### src/ptpc_pkg.sv
`default_nettype none

package ptpc_pkg;

	localparam int NCH = 3;

	localparam int TICKS_PER_MS_DEF    = 10;
	localparam int BLINK_PERIOD_MS_DEF = 500;
	localparam int ALERT_PERIODS_DEF   = 20;
	localparam int MAX_QUEUED_DEF      = 3;

	localparam int DEB_W   = 10;
	localparam int MS_W    = 16;
	localparam int STEPS_W = 16;
	localparam int CIDX_W  = 3;
	localparam int CDAT_W  = 16;

	localparam logic [DEB_W-1:0]   DEBOUNCE_RST = 10'd10;
	localparam logic [MS_W-1:0]    REFR_RST     = 16'd1000;
	localparam logic [STEPS_W-1:0] STEPS_RST    = 16'd160;
	localparam logic [MS_W-1:0]    MS_SAT       = 16'hFFFF;

	// configuration register indexes
	localparam logic [CIDX_W-1:0] CFG_DEBOUNCE = 3'd0;
	localparam logic [CIDX_W-1:0] CFG_REFR_A   = 3'd1;
	localparam logic [CIDX_W-1:0] CFG_REFR_B   = 3'd2;
	localparam logic [CIDX_W-1:0] CFG_REFR_C   = 3'd3;
	localparam logic [CIDX_W-1:0] CFG_STEPS_A  = 3'd4;
	localparam logic [CIDX_W-1:0] CFG_STEPS_B  = 3'd5;
	localparam logic [CIDX_W-1:0] CFG_STEPS_C  = 3'd6;

	typedef struct packed {
		logic ms_tick;
		logic blink_tick;
	} tick_t;

	typedef struct packed {
		logic step;
		logic lamp;
		logic buzz;
		logic fired;
	} lane_out_t;

endpackage

`default_nettype wire

### src/ptpc_timebase.sv
`default_nettype none

module ptpc_timebase import ptpc_pkg::*; #(
	parameter int TICKS_PER_MS    = TICKS_PER_MS_DEF,
	parameter int BLINK_PERIOD_MS = BLINK_PERIOD_MS_DEF
) (
	input  wire   clk,
	input  wire   arst_n,
	input  wire   adv,
	output tick_t ticks
);

	localparam int PH_W = (TICKS_PER_MS > 1) ? $clog2(TICKS_PER_MS) : 1;
	localparam int BL_W = (BLINK_PERIOD_MS > 1) ? $clog2(BLINK_PERIOD_MS) : 1;
	localparam logic [PH_W-1:0] PH_LAST = PH_W'(TICKS_PER_MS - 1);
	localparam logic [BL_W-1:0] BL_LAST = BL_W'(BLINK_PERIOD_MS - 1);

	logic [PH_W-1:0] tick_phase_q;
	logic [BL_W-1:0] blink_phase_q;

	always_comb begin
		ticks.ms_tick    = (tick_phase_q == PH_LAST);
		ticks.blink_tick = ticks.ms_tick && (blink_phase_q == BL_LAST);
	end

	always_ff @(posedge clk or negedge arst_n) begin
		if (!arst_n) begin
			tick_phase_q  <= '0;
			blink_phase_q <= '0;
		end else if (adv) begin
			// wrap the ms phase, then the blink phase on a ms tick
			tick_phase_q <= ticks.ms_tick ? '0 : tick_phase_q + 1'b1;
			if (ticks.ms_tick) begin
				blink_phase_q <= ticks.blink_tick ? '0 : blink_phase_q + 1'b1;
			end
		end
	end

endmodule

`default_nettype wire

### src/ptpc_lane.sv
`default_nettype none

module ptpc_lane import ptpc_pkg::*; #(
	parameter int ALERT_PERIODS = ALERT_PERIODS_DEF,
	parameter int MAX_QUEUED    = MAX_QUEUED_DEF
) (
	input  wire                clk,
	input  wire                arst_n,
	input  wire                adv,
	input  wire  tick_t        ticks,
	input  wire                poke,
	input  wire  [DEB_W-1:0]   debounce_ms,
	input  wire  [MS_W-1:0]    refractory_ms,
	input  wire  [STEPS_W-1:0] bolus_steps,
	output lane_out_t          res
);

	localparam int QW = $clog2(MAX_QUEUED + 1);
	localparam int AW = $clog2(ALERT_PERIODS + 1);
	localparam logic [QW-1:0] Q_MAX  = QW'(MAX_QUEUED);
	localparam logic [AW-1:0] AL_MAX = AW'(ALERT_PERIODS);

	logic [DEB_W-1:0]   deb_left_q,  deb_left_d;
	logic               deb_act_q,   deb_act_d;
	logic [MS_W-1:0]    since_q,     since_d;
	logic [STEPS_W-1:0] steps_q,     steps_d;
	logic               pulse_q,     pulse_d;
	logic [QW-1:0]      queued_q,    queued_d;
	logic [AW-1:0]      alert_q,     alert_d;
	logic               lamp_q,      lamp_d;
	logic               buzz_q,      buzz_d;
	logic               check;
	logic               fire;
	logic               zero_load;

	always_comb begin
		deb_left_d = deb_left_q;
		deb_act_d  = deb_act_q;
		since_d    = since_q;
		steps_d    = steps_q;
		pulse_d    = pulse_q;
		queued_d   = queued_q;
		alert_d    = alert_q;
		lamp_d     = lamp_q;
		buzz_d     = buzz_q;
		check      = 1'b0;
		fire       = 1'b0;
		zero_load  = 1'b0;

		// millisecond housekeeping
		if (ticks.ms_tick) begin
			if (since_d != MS_SAT) begin
				since_d = since_d + 1'b1;
			end
			if (deb_act_d && deb_left_d != '0) begin
				deb_left_d = deb_left_d - 1'b1;
			end
		end

		// debounce: start a wait, or check the poke once it has run out
		if (deb_act_d) begin
			check = (deb_left_d == '0);
		end else if (poke) begin
			deb_act_d  = 1'b1;
			deb_left_d = debounce_ms;
			check      = (debounce_ms == '0);
		end

		if (check) begin
			deb_act_d = 1'b0;
			if (poke && since_d > refractory_ms) begin
				fire = 1'b1;
				if (queued_d != Q_MAX) begin
					queued_d = queued_d + 1'b1;
				end
				since_d = '0;
				alert_d = AL_MAX;
			end
		end

		// pump: load a queued bolus when idle, then run the step train
		if (steps_d == '0 && !pulse_d && queued_d != '0) begin
			queued_d = queued_d - 1'b1;
			steps_d  = bolus_steps;
			if (bolus_steps == '0) begin
				since_d   = '0;
				zero_load = 1'b1;
			end
		end
		if (!zero_load && steps_d != '0) begin
			if (!pulse_d) begin
				pulse_d = 1'b1;
			end else begin
				pulse_d = 1'b0;
				steps_d = steps_d - 1'b1;
				if (steps_d == '0) begin
					since_d = '0;
				end
			end
		end

		// alert blinking
		if (ticks.blink_tick) begin
			if (alert_d != '0) begin
				alert_d = alert_d - 1'b1;
				lamp_d  = !lamp_d;
				buzz_d  = 1'b1;
			end else begin
				lamp_d = 1'b0;
				buzz_d = 1'b0;
			end
		end

		res.step  = pulse_d;
		res.lamp  = lamp_d;
		res.buzz  = buzz_d;
		res.fired = fire;
	end

	always_ff @(posedge clk or negedge arst_n) begin
		if (!arst_n) begin
			deb_left_q <= '0;
			deb_act_q  <= 1'b0;
			since_q    <= '0;
			steps_q    <= '0;
			pulse_q    <= 1'b0;
			queued_q   <= '0;
			alert_q    <= '0;
			lamp_q     <= 1'b0;
			buzz_q     <= 1'b0;
		end else if (adv) begin
			deb_left_q <= deb_left_d;
			deb_act_q  <= deb_act_d;
			since_q    <= since_d;
			steps_q    <= steps_d;
			pulse_q    <= pulse_d;
			queued_q   <= queued_d;
			alert_q    <= alert_d;
			lamp_q     <= lamp_d;
			buzz_q     <= buzz_d;
		end
	end

endmodule

`default_nettype wire

### src/poke_triggered_pump_controller.sv
// Poke-triggered pump controller, three channels.
//
// Input channel (poke_valid / poke_stall): one transaction per 100 us sensor
// tick, carrying the three poke levels. Result channel (res_valid /
// res_stall): exactly one transaction per accepted tick, carrying the step,
// lamp and beeper levels of each channel and the mask of channels that fired.
// Configuration channel (cfg_valid / cfg_ready): cfg_ready is always high;
// index 0 is the debounce time, 1..3 the refractory times, 4..6 the bolus
// step counts. Indexes above 6 are dropped. Write only while the block idles.
//
// The result of a tick sits in the output register on the cycle after it is
// accepted. Throughput is one tick per cycle while the receiver does not
// stall, as the three channel lanes run side by side.
// A new tick is taken in the same cycle the held result is taken; while the
// receiver stalls a held result, poke_stall is raised and the result holds.
// Reset clears all counters, queues and alerts and loads the register
// defaults (10 ms debounce, 1000 ms refractory, 160 steps per bolus).
`default_nettype none

module poke_triggered_pump_controller import ptpc_pkg::*; #(
	parameter int TICKS_PER_MS    = TICKS_PER_MS_DEF,
	parameter int BLINK_PERIOD_MS = BLINK_PERIOD_MS_DEF,
	parameter int ALERT_PERIODS   = ALERT_PERIODS_DEF,
	parameter int MAX_QUEUED      = MAX_QUEUED_DEF
) (
	input  wire              clk,
	input  wire              arst_n,

	input  wire              cfg_valid,
	output logic             cfg_ready,
	input  wire [CIDX_W-1:0] cfg_index,
	input  wire [CDAT_W-1:0] cfg_data,

	input  wire              poke_valid,
	output logic             poke_stall,
	input  wire              poke_a,
	input  wire              poke_b,
	input  wire              poke_c,

	output logic             res_valid,
	input  wire              res_stall,
	output logic             step_a,
	output logic             step_b,
	output logic             step_c,
	output logic             lamp_a,
	output logic             lamp_b,
	output logic             lamp_c,
	output logic             buzz_a,
	output logic             buzz_b,
	output logic             buzz_c,
	output logic [NCH-1:0]   fired_mask
);

	// configuration registers
	logic [DEB_W-1:0]   debounce_q;
	logic [MS_W-1:0]    refr_q  [NCH];
	logic [STEPS_W-1:0] steps_q [NCH];

	logic      adv;
	tick_t     ticks;
	logic [NCH-1:0] pokes;
	lane_out_t lane_res [NCH];

	// output register
	logic           res_valid_q;
	logic [NCH-1:0] step_q, lamp_q, buzz_q, fired_q;

	assign cfg_ready  = 1'b1;
	// take a tick whenever the output register is empty or being emptied
	assign poke_stall = res_valid_q && res_stall;
	assign adv        = poke_valid && !poke_stall;
	assign pokes      = {poke_c, poke_b, poke_a};

	always_ff @(posedge clk or negedge arst_n) begin
		if (!arst_n) begin
			debounce_q <= DEBOUNCE_RST;
			for (int i = 0; i < NCH; i++) begin
				refr_q[i]  <= REFR_RST;
				steps_q[i] <= STEPS_RST;
			end
		end else if (cfg_valid && cfg_ready) begin
			unique case (cfg_index)
				CFG_DEBOUNCE: debounce_q <= cfg_data[DEB_W-1:0];
				CFG_REFR_A:   refr_q[0]  <= cfg_data[MS_W-1:0];
				CFG_REFR_B:   refr_q[1]  <= cfg_data[MS_W-1:0];
				CFG_REFR_C:   refr_q[2]  <= cfg_data[MS_W-1:0];
				CFG_STEPS_A:  steps_q[0] <= cfg_data[STEPS_W-1:0];
				CFG_STEPS_B:  steps_q[1] <= cfg_data[STEPS_W-1:0];
				CFG_STEPS_C:  steps_q[2] <= cfg_data[STEPS_W-1:0];
				default: ;
			endcase
		end
	end

	// shared ms and blink timebase
	ptpc_timebase #(
		.TICKS_PER_MS    (TICKS_PER_MS),
		.BLINK_PERIOD_MS (BLINK_PERIOD_MS)
	) u_timebase (
		.clk    (clk),
		.arst_n (arst_n),
		.adv    (adv),
		.ticks  (ticks)
	);

	// one lane per channel, all advanced on the same tick
	for (genvar g = 0; g < NCH; g++) begin : g_lane
		ptpc_lane #(
			.ALERT_PERIODS (ALERT_PERIODS),
			.MAX_QUEUED    (MAX_QUEUED)
		) u_lane (
			.clk           (clk),
			.arst_n        (arst_n),
			.adv           (adv),
			.ticks         (ticks),
			.poke          (pokes[g]),
			.debounce_ms   (debounce_q),
			.refractory_ms (refr_q[g]),
			.bolus_steps   (steps_q[g]),
			.res           (lane_res[g])
		);
	end

	// merge the lane results into the output register
	always_ff @(posedge clk or negedge arst_n) begin
		if (!arst_n) begin
			res_valid_q <= 1'b0;
		end else if (adv) begin
			res_valid_q <= 1'b1;
		end else if (!res_stall) begin
			res_valid_q <= 1'b0;
		end
	end

	always_ff @(posedge clk) begin
		if (adv) begin
			for (int i = 0; i < NCH; i++) begin
				step_q[i]  <= lane_res[i].step;
				lamp_q[i]  <= lane_res[i].lamp;
				buzz_q[i]  <= lane_res[i].buzz;
				fired_q[i] <= lane_res[i].fired;
			end
		end
	end

	assign res_valid  = res_valid_q;
	assign step_a     = step_q[0];
	assign step_b     = step_q[1];
	assign step_c     = step_q[2];
	assign lamp_a     = lamp_q[0];
	assign lamp_b     = lamp_q[1];
	assign lamp_c     = lamp_q[2];
	assign buzz_a     = buzz_q[0];
	assign buzz_b     = buzz_q[1];
	assign buzz_c     = buzz_q[2];
	assign fired_mask = fired_q;

endmodule

`default_nettype wire

### config.mk
export PLATFORM = sky130hd
export DESIGN_NAME = poke_triggered_pump_controller
export DESIGN_NICKNAME = d
export VERILOG_FILES = /design/src/ptpc_pkg.sv /design/src/ptpc_timebase.sv /design/src/ptpc_lane.sv /design/src/poke_triggered_pump_controller.sv
export SDC_FILE = /design/constraint.sdc
export NUM_CORES = 1
export LEC_CHECK = 0
export BUFFER_PORTS_ARGS = -buffer_cell sky130_fd_sc_hd__buf_2
export CORE_MARGIN = 5
export CORE_UTILIZATION = 45
export CTS_CLUSTER_DIAMETER = 40
export DETAILED_ROUTE_END_ITERATION = 12
export PLACE_DENSITY = 0.71
export SLEW_MARGIN = 30
export SYNTH_ARGS = -nofsm -noshare
export SYNTH_HDL_FRONTEND = slang
export SYNTH_HIERARCHICAL = 1
export SYNTH_SLANG_ARGS = --single-unit
export TNS_END_PERCENT = 100
### constraint.sdc
create_clock -name clk -period 15 [get_ports clk]
set_clock_uncertainty 0.15 [all_clocks]
set_input_delay 1.5 -clock clk [delete_from_list [all_inputs] [get_ports clk]]
set_output_delay 1.5 -clock clk [all_outputs]
set_load 0.03 [all_outputs]
==> run metrics, run 1 <==
outcome finished, final reports clean; number of flops mapped to enable cells by yosys 12; vias in the first global route approximately 15000; Pwr Density ~160 mW/mm^2; Post-route DRC 0; post-CTS setup buffer count 0; Die ar. 0.0456 sq mm; Final Hold Fails 0; final WL 50100 microns; Cell variety after synth 102; gpl congestion a little over 0.9; DRT antenna net count 0; Max Slew Vio Count 0; met1 GRT Util 29.1%; met2 Use GR 35.6%; Mean Syn Cell Area 9.51 sq um; crit end category flop; Tmin final 8.49 ns; CTS Hold Bufs 0; grt ovf 0; post-route cell area 0.0209 sq mm; cell leakage power 0.00893 uW; sequential area share after synthesis 39.6%; fill cell count 3645; H-tree Lvls 2; worst slew pin tran 1.03 ns; slowest library cell on the worst path and2_1; Setup-failing EPs final 0; initial antenna violation count 0; busiest layer in global routing met2; first drt pass iteration count 6; Die Y 213 microns; Iteration-0 DRC Markers about 1300; largest net degree at the start of global routing 86; Buffers on Ports 40; worst path required time roughly 15 ns; Yosys top cell area share 34.0%; Area growth, synth to finish 12.4%; met3 GRT Util 4.36%; crit share post-route 56.6%; Hold Path Class reg -> reg; post-DP HPWL 34000 microns; Final WS setup 6.51 ns; max-cap violations 0; YS warnings 6; synthesized net count between 2000 and 2500; first-pass GRT wire length slightly above 80000 microns; CTS Sinks 291; hold path cells 2; crit-path max cell delay 0.77 ns; Slew HR 30.8%; Post-Syn Area 0.0186 sq mm; cell mode on critical path ha_1; Worst VDD drop around 0.12 mV; root buffer cell clkbuf_16; RSZ-0062 raised after global routing false; pre-CTS worst setup slack approximately 6.4 ns; number of synthesized register bits 291; Starting Density a little under half; via count 15690; setup TNS 0 ns; Max FO, Critical Path 30; kind of critical path reg -> reg; commonest non-fill, non-tap cell in the layout dfrtp_1; Skew-Pair Late Insertion Delay roughly 0.59 ns; most frequent cells in the layout dfrtp_1, nand2_1, nor2_1, a21oi_1, inv_1; CTS Buffer Depth 3; share of cells above drive strength 1 19.1%; Gate Count Post-Synth 1959; R2R cell count 26; Placed Area 0.0191 sq mm; post-cts repair resize count 0; CTS clk-pin slew, worst paths 0.05 ns; largest cells by area after synthesis dfrtp_1, mux2_2, ha_1; Total GRT Usage between 20% and 30%; Core ar. 0.0409 sq mm; Layout Nets 2080; Num CTS Buffers 52; CTS tree built; Hold Slack 0.328 ns; Row Count 74; cell taking the most area after synthesis dfrtp_1; IO Count 42; CP startpoint kind flop; DR vias/cell 6.13; WP data arrival about 8.8 ns; Post-synth ARST share a little over nine tenths; Fmax about 120 MHz; top_reg_cell synth dfrtp_1; Inserted Diodes 0; Chip Width 213 microns; DR WL/cell 19.6 microns
==> area by class of cell <==
cell class	count	area [sq um]	share of cell area [%]
inverter	105	394	1.88
clock buffer	59	1380	6.58
clock inverter	38	394	1.88
tap	532	666	3.18
multi-input combinational	1479	10400	49.7
sequential	291	7370	35.2
timing repair buffer	54	327	1.56
==> cells in the mapped netlist (14+ instances only) <==
| cell type | instances |
|---|---|
| a211oi_1 | 17 |
| a21o_1 | 26 |
| a21oi_1 | 129 |
| a22o_1 | 18 |
| a31oi_1 | 42 |
| a32o_1 | 29 |
| and2_1 | 17 |
| and3_1 | 23 |
| buf_4 | 17 |
| clkbuf_1 | 41 |
| dfrtp_1 | 253 |
| dfstp_2 | 26 |
| ha_1 | 70 |
| inv_1 | 99 |
| mux2_2 | 94 |
| mux2_4 | 32 |
| mux2i_1 | 18 |
| nand2_1 | 178 |
| nand2b_1 | 14 |
| nand3_1 | 66 |
| nand4_1 | 35 |
| nor2_1 | 154 |
| nor2b_1 | 14 |
| nor3_1 | 54 |
| nor4_1 | 36 |
| o211ai_1 | 14 |
| o21ai_0 | 75 |
| o31ai_1 | 15 |
| or2_2 | 17 |
| or3_1 | 18 |
| xnor2_1 | 39 |
| xor2_1 | 22 |
==> critical path: cells and delay by family (launching register included) <==
family	cells	cell delay [ns]
simple gates	12	3.65
compound gates	9	2.54
fa+ha+maj	3	0.81
buf+inv	1	0.54
flops	1	0.42
xor+xnor	1	0.23
==> layer usage <==
layer  wire (microns)  vias to the layer above
met1            21700                     7639
met5                0                        -
met2            23100                      567
li1                 -                     7364
met4             2060                        0
met3             3260                      120
==> state kept, by name (all words and copies together) (netlist names) <==
register                  cells
g_lane.u_lane/alert_q        15
u_timebase/blink_phase_q      9
u_timebase/tick_phase_q       4
g_lane.u_lane/buzz_q          3
debounce_q                   10
g_lane.u_lane/lamp_q          3
refr_q                       48
fired_mask                    3
g_lane.u_lane/pulse_q         3
steps_q                      48
lamp_q                        3
g_lane.u_lane/queued_q        6
g_lane.u_lane/steps_q        48
g_lane.u_lane/deb_left_q     30
step_q                        3
res_valid                     1
g_lane.u_lane/since_q        48
buzz_q                        3
g_lane.u_lane/deb_act_q       3
==> metrics by stage <==
step                      cells  util (%)  power (uW)
after floorplan            1959         -        1940
after global placement     2460      46.7        2170
after detailed placement   2460      46.8        2200
after CTS                  2557      51.1        3410
after global routing       2558      51.2        3600
final                      2558      51.2        3400
==> logic make-up (layout without fill, tap and decap cells) <==
family / after synthesis / count (layout) / share of synthesized area, %
other: 1 / 1 / 0.0201
adders and majority gates: 70 / 70 / 4.70
and+or+nand+nor: 699 / 699 / 19.8
xor gates and xnor gates: 61 / 61 / 2.87
muxes: 146 / 146 / 9.35
DFF: 291 / 291 / 39.6
AOI/OAI and AO/OA: 502 / 502 / 18.8
buffers and inverters: 189 / 256 / 4.82
==> final timing paths <==
check                                            from                            to  slack, ns
setup / recovery           u_timebase/tick_phase_q[2]  g_lane[2].u_lane/since_q[11]       6.51
min in group asynchronous                      arst_n   g_lane[2].u_lane/steps_q[8]       0.76
setup reg to reg           u_timebase/tick_phase_q[2]  g_lane[2].u_lane/since_q[11]       6.51
hold / removal                g_lane[2].u_lane/buzz_q       g_lane[2].u_lane/buzz_q       0.33
hold reg to reg               g_lane[2].u_lane/buzz_q       g_lane[2].u_lane/buzz_q       0.33
max in group asynchronous                      arst_n   g_lane[0].u_lane/since_q[9]      12.19
==> where the power goes <==
part           total, uW  switching [uW]  internal, uW
Combinational        977             559           418
Sequential          1240             257           984
Clock               1180             450           729
Note: power is estimated with default switching activity, not from simulation.
==> run 2: changes to the inputs <==
Settings changed: PLACE_DENSITY 0.71 to 0.73.
Clock period 15 ns to 6.9 ns, I/O delays scaled along.
==> run 2 against run 1 <==
  * Die area did not move
  * Sequential power rose by 120%
  * Largest cell class unchanged
  * Count of clock-buffer cells in the layout fell by 1
  * Register-to-register slack got worse by 6.4 ns
  * First-iteration DRC count rose by 8.9%
  * Via count rose by 2.6%
  * Critical path type unchanged
  * Clock power rose by 100%
  * Global-route usage fell by 0.058 points
  * Critical path depth rose by 8
  * Combinational power rose by 140%
  * Sequential share of layout area fell by 1.0 points
  * Design area rose by 3.0%
==> run metrics, run 2 (synthesis gave the netlist of run 1 again) <==
Post-route DRC 0; crit-path max cell delay roughly 0.47 ns; Overall Power 7410 uW; Max Slew Vio Count 0; Buffers on Ports 40; Worst VDD drop slightly below 0.2 mV; Layout Nets 2142; Core ar. approximately 0.041 sq mm; max-cap violations 0; Final WS setup around 0.16 ns; commonest non-fill, non-tap cell in the layout dfrtp_1; vias in the first global route 15542; DR vias/cell 6.15; IO Count 42; share of cells above drive strength 1 23.2%; post-DP HPWL 34600 microns; Final Hold Fails 0; Slew HR 35.7%; worst path required time approximately 7 ns; via count 16093; DRT antenna net count 0; kind of critical path reg -> reg; Die ar. 0.0456 sq mm; Area growth, synth to finish 15.8%; outcome finished, final reports clean; first-pass GRT wire length a little over 80000 microns; Layout Cells excl Fill 2616; Max FO, Critical Path 5; first drt pass iteration count 6; gpl congestion 0.923; WP data arrival 7.05 ns; DR WL/cell 19.6 microns; Sequential Area roughly 0.0074 sq mm; grt ovf 0; CTS clk-pin slew, worst paths 0.05 ns; post-route cell area 0.0216 sq mm; Inserted Diodes 0; final WL between 50000 and 60000 microns; worst slew pin tran 0.964 ns; crit end category flop; Iteration-0 DRC Markers 1366; Starting Density 45.5%; CTS tree built; Setup-failing EPs final 0; Hold Path Class in -> reg; Num CTS Buffers 48; placed cell count around 2500; Skew-Pair Late Insertion Delay roughly 0.58 ns; Total GRT Usage 21.9%; Pwr Density 343 mW/mm^2; pre-CTS worst setup slack 0.0274 ns; Tmin final 6.74 ns; largest net degree at the start of global routing between 100 and 150; Placed Area just under 0.02 sq mm; CP startpoint kind flop; fill cell count 3633; CTS Sinks 291; most frequent cells in the layout dfrtp_1, nand2_1, nor2_1, a21oi_1, inv_1; CTS Buffer Depth 3; cell leakage power around 0.0092 uW; Row Count 74; Fmax 148 MHz; Die Y 213 microns; crit share post-route 97.8%; area occupied by multi-input gates between 0.01 and 0.015 sq mm; H-tree Lvls 2; initial antenna violation count 0; Chip Width 213 microns; root buffer cell clkbuf_16; slowest library cell on the worst path or4_4
## run 2: what timing repair did
| item | 4_1_cts | 5_1_grt |
|---|---|---|
| cloned | 0 | 3 |
| pin swaps | 0 | 32 |
| setup buffers | 0 | 16 |
| setup endpoints to repair | 3 | 74 |
| hold buffers | 1 | 0 |
| hold endpoints to repair | 63 | 0 |
| resized for setup | 1 | 59 |
## run 2: critical path: cells and delay by family (launching register included)
family          cells  cell delay (ns)
compound gates     12             2.04
mux                 1             0.38
fa+ha+maj           3             0.70
simple gates       15             2.64
buf+inv             3             0.34
flops               1             0.39
## run 2: final timing paths
path	start	endpoint	slack [ns]	depth (start not counted)
worst max-delay path	g_lane[2].u_lane/since_q[4]	g_lane[2].u_lane/since_q[3]	0.16	34
worst min-delay path	poke_valid	res_valid	0.19	2
worst max register to register	g_lane[2].u_lane/since_q[4]	g_lane[2].u_lane/since_q[3]	0.16	34
worst min register to register	g_lane[0].u_lane/buzz_q	g_lane[0].u_lane/buzz_q	0.34	2
max in group asynchronous	arst_n	g_lane[0].u_lane/since_q[4]	4.83	3
min in group asynchronous	arst_n	g_lane[2].u_lane/steps_q[0]	0.53	2
## run 2: final cells by class
| type | count | area share (%) |
|---|---|---|
| tap | 532 | 3.09 |
| multi-input combinational | 1482 | 49.6 |
| clock inverter | 31 | 1.39 |
| inverter | 105 | 1.83 |
| clock buffer | 58 | 6.08 |
| timing repair buffer | 117 | 3.86 |
| sequential | 291 | 34.2 |
## run 2: power breakdown
group	switching [uW]	internal [uW]
clock network	899	1490
registers	568	2140
logic	1300	1020
## run 2: metal layers
layer	GRT usage, %	up-vias	share of wire [%]
met2	35.9	559	48
met3	3.25	100	6.1
met4	8.16	0	3.0
met1	29.8	7949	43
li1	-	7485	-
met5	0	-	0
## run 2: metrics by stage
step / setup TNS, ns / hold WS, ns / util, %
final: 0 / 0.188 / 52.7
after detailed placement: 0 / 0.331 / 47.7
after global placement: 0 / 0.318 / 47.7
after floorplan: 0 / 0.244 / -
after global routing: -2.58 / 0.179 / 52.7
after CTS: 0 / 0.159 / 51.7
